### src/espd_pkg.sv
// Shared constants, codes and control types of the encoder speed PID drive.
package espd_pkg;

   // Encoder changes between two speed measurements.
   localparam logic [7:0] CHANGES_PER_UPDATE = 8'd192;

   // Speed scaling: Q15.8 speed = delta * SPEED_NUM / (SPEED_DEN * dt).
   localparam logic [28:0] SPEED_NUM = 29'd482548224;
   localparam logic [17:0] SPEED_DEN = 18'd224900;
   localparam int          NUM_W     = 60;
   localparam int          DEN_W     = 50;
   localparam logic [5:0]  DIV_LAST  = 6'(NUM_W - 1);

   localparam logic signed [23:0] SPEED_MAX = 24'sh7FFFFF;
   localparam logic signed [23:0] SPEED_MIN = 24'sh800000;

   // Drive limits, integer part of Q8.8.
   localparam logic [7:0] DRIVE_MAX   = 8'd255;
   localparam logic [7:0] DRIVE_MIN   = 8'd30;
   localparam logic [7:0] DRIVE_STALL = 8'd100;
   localparam logic signed [45:0] ACC_HI = $signed({14'd0, DRIVE_MAX, 24'd0});
   localparam logic signed [45:0] ACC_LO = $signed({14'd0, DRIVE_MIN, 24'd0});

   // Control modes; any other code brakes.
   localparam logic [1:0] MODE_MANUAL = 2'd0;
   localparam logic [1:0] MODE_SPEED  = 2'd1;
   localparam logic [1:0] MODE_BRAKE  = 2'd2;
   localparam logic [1:0] MODE_SPARE  = 2'd3;

   // Register indexes.
   localparam logic [2:0] REG_CONTROL_MODE   = 3'd0;
   localparam logic [2:0] REG_TARGET_SPEED   = 3'd1;
   localparam logic [2:0] REG_MANUAL_DRIVE   = 3'd2;
   localparam logic [2:0] REG_MANUAL_REVERSE = 3'd3;
   localparam logic [2:0] REG_SAMPLE_PERIOD  = 3'd4;
   localparam logic [2:0] REG_GAIN_P         = 3'd5;
   localparam logic [2:0] REG_GAIN_I         = 3'd6;
   localparam logic [2:0] REG_GAIN_D         = 3'd7;

   typedef enum logic [3:0] {
      S_IDLE, S_EVAL, S_SPD_DIV, S_SPD_WR, S_MODE,
      S_PID_E, S_PID_P, S_PID_I, S_PID_D, S_PID_CLAMP, S_OUT
   } state_type;

   typedef struct packed {
      logic load_req;
      logic eval;
      logic div_start;
      logic spd_wr;
      logic mode_step;
      logic pid_e;
      logic pid_p;
      logic pid_i;
      logic pid_d;
      logic pid_clamp;
      logic out_load;
   } cmd_type;

   typedef struct packed {
      logic need_speed;
      logic div_done;
      logic pid_go;
   } sts_type;

endpackage

### src/espd_ctrl.sv
// Controller: sequences one request through the datapath and owns the request and result handshakes.
module espd_ctrl (
   input  logic              clock,
   input  logic              reset,
   input  logic              req_valid,
   output logic              req_ready,
   output logic              rsp_valid,
   input  logic              rsp_ready,
   input  espd_pkg::sts_type sts,
   output espd_pkg::cmd_type cmd
);
   import espd_pkg::*;

   state_type state_ff, state_in;
   logic      rsp_valid_ff, rsp_valid_in;

   // Next state and commands
   always_comb begin
      state_in = state_ff;
      cmd      = '0;
      unique case (state_ff)
         S_IDLE: begin
            if (req_valid) begin
               cmd.load_req = 1'b1;
               state_in     = S_EVAL;
            end
         end
         S_EVAL: begin
            cmd.eval = 1'b1;
            if (sts.need_speed) begin
               cmd.div_start = 1'b1;
               state_in      = S_SPD_DIV;
            end else begin
               state_in = S_MODE;
            end
         end
         S_SPD_DIV:   if (sts.div_done) state_in = S_SPD_WR;
         S_SPD_WR: begin
            cmd.spd_wr = 1'b1;
            state_in   = S_MODE;
         end
         S_MODE: begin
            cmd.mode_step = 1'b1;
            state_in      = sts.pid_go ? S_PID_E : S_OUT;
         end
         S_PID_E: begin
            cmd.pid_e = 1'b1;
            state_in  = S_PID_P;
         end
         S_PID_P: begin
            cmd.pid_p = 1'b1;
            state_in  = S_PID_I;
         end
         S_PID_I: begin
            cmd.pid_i = 1'b1;
            state_in  = S_PID_D;
         end
         S_PID_D: begin
            cmd.pid_d = 1'b1;
            state_in  = S_PID_CLAMP;
         end
         S_PID_CLAMP: begin
            cmd.pid_clamp = 1'b1;
            state_in      = S_OUT;
         end
         S_OUT: begin
            if (!rsp_valid_ff || rsp_ready) begin
               cmd.out_load = 1'b1;
               state_in     = S_IDLE;
            end
         end
         default: state_in = S_IDLE;
      endcase
      if (cmd.out_load)  rsp_valid_in = 1'b1;
      else if (rsp_ready) rsp_valid_in = 1'b0;
      else               rsp_valid_in = rsp_valid_ff;
   end

   always_ff @(posedge clock) begin
      if (reset) begin
         state_ff     <= S_IDLE;
         rsp_valid_ff <= 1'b0;
      end else begin
         state_ff     <= state_in;
         rsp_valid_ff <= rsp_valid_in;
      end
   end

   assign req_ready = state_ff == S_IDLE;
   assign rsp_valid = rsp_valid_ff;

`ifndef ASSERT_OFF
   a_accept_eval: assert property (@(posedge clock) disable iff (reset)
      (state_ff == S_IDLE && req_valid) |=> state_ff == S_EVAL)
      else $error("accepted request did not enter evaluation");
   a_div_state: assert property (@(posedge clock) disable iff (reset)
      sts.div_done |-> state_ff == S_SPD_DIV)
      else $error("divider finished outside the speed state");
   a_out_valid: assert property (@(posedge clock) disable iff (reset)
      cmd.out_load |=> rsp_valid_ff)
      else $error("loaded result not presented");
`endif
endmodule

### config.mk
export PLATFORM = sky130hd
export DESIGN_NAME = espd_ctrl
export DESIGN_NICKNAME = d
export VERILOG_FILES = /design/src/espd_pkg.sv /design/src/espd_ctrl.sv
export SDC_FILE = /design/constraint.sdc
export NUM_CORES = 1
export LEC_CHECK = 0
export BUFFER_PORTS_ARGS = -buffer_cell sky130_fd_sc_hd__buf_2
export CAP_MARGIN = 5
export CORE_AREA = 5 5 42 44
export CTS_BUF_LIST = sky130_fd_sc_hd__clkbuf_16
export CTS_CLUSTER_DIAMETER = 80
export CTS_CLUSTER_SIZE = 14
export DETAILED_ROUTE_END_ITERATION = 6
export DIE_AREA = 0 0 47 49
export SLEW_MARGIN = 10
export SYNTH_ARGS = -nofsm -noshare
export SYNTH_HDL_FRONTEND = slang
export SYNTH_SLANG_ARGS = --single-unit
### constraint.sdc
create_clock -name clock -period 1 [get_ports clock]
set_input_delay 0.1 -clock clock [delete_from_list [all_inputs] [get_ports clock]]
set_output_delay 0.1 -clock clock [all_outputs]
set_load 0.005 [all_outputs]
==> flow_metrics.tcl <==
set metrics [dict create \
    dr.pass1.iters 4 \
    synthSimpleGateAreaFrac_pct 44.1 \
    cts_buffers 3 \
    min_period_over_period_pct 126 \
    setup_violations 16 \
    htree_levels 1 \
    final_core_util_pct 65.5 \
    switching_share_pct 35.1 \
    cp_max_fo 6 \
    cp_slowest_cell "dfxtp_4" \
    syn_avg_cell_area_um2 6.67 \
    die_y_um 49 \
    tns_ns -2.73 \
    final_common_cell "buf_2" \
    crit_family "flip-flops" \
    path_clk_slew_ns 0.04 \
    initial_utilization_pct 28.6 \
    ir_drop_v 0.00159 \
    powerDensity_nw_per_um2 2380 \
    tritoncts "yes" \
    crit_buf_inv 2 \
    synth_warnings 0 \
    area_growth_pct 129 \
    seq_power_share_pct 16.5 \
    clk_path_buf_depth 2 \
    status "finished, violations left" \
    layout-drive-gt1-share_pct 75.8 \
    synth-seq-cells 5 \
    async_reset_ff_share_pct 0 \
    hpwl_um 869 \
    max_slew.worst_pin.slew_ns 0.259 \
    path_cells "buf_6 -> nand2_4 -> nor3_1 -> buf_2" \
    hp-class "input pin to flop" \
    antenna_found_initial 0 \
    skew_ns 0.00396 \
    grt_overflow 0 \
    fp.dieW_um 47 \
    drt_iter0_drc 6 \
    insertion_delay_ns 0.23 \
    num_io_pins 20 \
    clkSinkCount 5 \
    root_buffer "clkbuf_16" \
    worst_slack_ns -0.263 \
    criticalPathCategory "flop to output pin" \
    synth_mux_area_share_pct 2.81 \
    n_antenna_cell 0 \
    synth-compound-area-share_pct 17.2 \
    crit_path_start_kind "flop" \
    dr_total_vias 576 \
    synth-adder-area-share_pct 0 \
    row_count 14 \
    p_comb_share_pct 53.2 \
    wirelength_mm 1.60 \
    num-nets-final 107 \
    gr-usage-all-layers_pct 14.0 \
    synth_edf_count 0 \
    synth_cell_type_count 23 \
    dieArea_um2 2300 \
    slew_headroom_pct 82.6 \
    synthCells 60 \
    switchingPower_w 0.000768 \
    hold_viol 0 \
    synth_flop_cell "dfxtp_1" \
    maxCapViolCount 0 \
    fin_crit_ns 1.26 \
    p_leak_nw 0.429 \
    cp.arrival_ns 1.16 \
    grt_pass1_vias 550 \
    gp_congestion 0.831 \
    routed_via_density 5.01 \
    p_clk_share_pct 30.3 \
    drtAntennaViolNets 0 \
    p_int_w 0.00142 \
    timing.fmax_ghz 0.792 \
    wl_per_cell_um 13.9 \
    core_um2 1400 \
    portBuffers 19 \
    synth.net_count 67 \
    synth_top_family_by_area "simple AND/OR/NAND/NOR gates" \
    synth_xor_area_share_pct 0 \
    crit_path_end_kind "output pin" \
    critical-path-max-stage-delay_ns 0.39 \
    cts_hold_buf 0 \
    critPathRequiredTime_ns 0.90 \
    synth-seq-area-share_pct 25.0 \
    route.detailed.drc 0 \
    rsz0062_at_grt "true" \
    grt_max_degree 10 \
    final_max_slew_viol_count 0 \
    final_cell_mix "buf_2, buf_6, buf_4, nor2_1" \
    violations "negative setup slack" \
    syn_area_um2 400 \
    grt_pass1_wl_mm 2.40 \
]
-- worst reg2reg max path, cell delays in order, from the launching register on --
cell and delay (ns):
dfxtp_4 0.40, buf_6 0.13, o21ai_1 0.06, a221o_1 0.32
a31oi_1 0.20
-- state kept, by name (all words and copies together), names as in the netlist --
register,cells
state_ff,4
rsp_valid,1
-- metrics by stage --
step / worst slack [ns] / std cells / area, um2 / power [W] / hold WS (ns)
final: -0.263 / 115 / 918 / 0.00219 / 0.104
after detailed placement: -0.146 / 101 / 574 / 0.000953 / 0.332
after CTS: -0.240 / 110 / 822 / 0.00198 / 0.0841
after global placement: -0.146 / 101 / 574 / 0.000952 / 0.340
after global routing: -0.315 / 115 / 918 / 0.00231 / 0.113
after floorplan: -0.0122 / 60 / 415 / 0.000704 / 0.169
-- logic make-up (layout without fill, tap and decap cells) --
kind of cell,count (synthesis),count (layout)
simple gates,36,36
compound gates,11,11
buf+inv,7,46
flops,5,5
mux,1,1
-- area by class of cell --
class	count	area (um2)
clock buffers	3	75.1
clock inverters	1	3.75
fillers	107	483
inverters	2	7.51
multi-input cells	48	395
flip-flops and latches	5	115
well taps	16	20.0
repair buffers	40	302
-- routing by layer --
metal | up-vias | share of wire (%) | track usage (%) | routed length, um
met5 | - | 0 | 0 | 0
li1 | 285 | - | - | -
met2 | 13 | 52 | 21.7 | 833
met3 | 4 | 3.9 | 3.69 | 62
met4 | 0 | 2.9 | 5.53 | 46
met1 | 274 | 41 | 17.7 | 657
-- timing repair --
| action | 4_1_cts | 5_1_grt |
|---|---|---|
| resized for setup | 36 | 16 |
| pin swaps | 14 | 8 |
| buffers inserted | 5 | 5 |
| setup endpoints to repair | 16 | 16 |
-- path summary, 6_finish.rpt --
path                              end  slack [ns]                startpoint  cells after the start
min          state_ff[3]$_SDFFE_PP0P_        0.10                     reset                      2
min reg2reg  state_ff[1]$_SDFFE_PP0P_        0.59  state_ff[1]$_SDFFE_PP0P_                      2
max                            cmd[5]       -0.26  state_ff[2]$_SDFFE_PP0P_                      4
max reg2reg  state_ff[1]$_SDFFE_PP0P_       -0.20  state_ff[0]$_SDFFE_PP0P_                      4
-- power by group through the flow --
stage / Combinational [W] / Clock (W) / Sequential (W)
2_1_floorplan: 0.000429 / 0 / 0.000275
3_3_place_gp: 0.000618 / 0 / 0.000334
3_5_place_dp: 0.000618 / 0 / 0.000335
4_1_cts: 0.000965 / 0.000667 / 0.000351
5_1_grt: 0.00126 / 0.000685 / 0.000369
6_report: 0.00116 / 0.000664 / 0.000361
-- cell usage after synthesis (all sizes together), types with 2 or more instances --
cell	n	share of area, %
nor2b	3	4.7
a21oi	4	5.9
o21ai	3	3.7
inv	2	1.9
nor3	6	7.5
dfxtp	5	25
nor2	12	12
nor4	2	3.1
nand2b	4	6.2
nand2	5	4.7
buf	5	9.1
and2	3	4.7
Power figures use the tool's default switching activity.
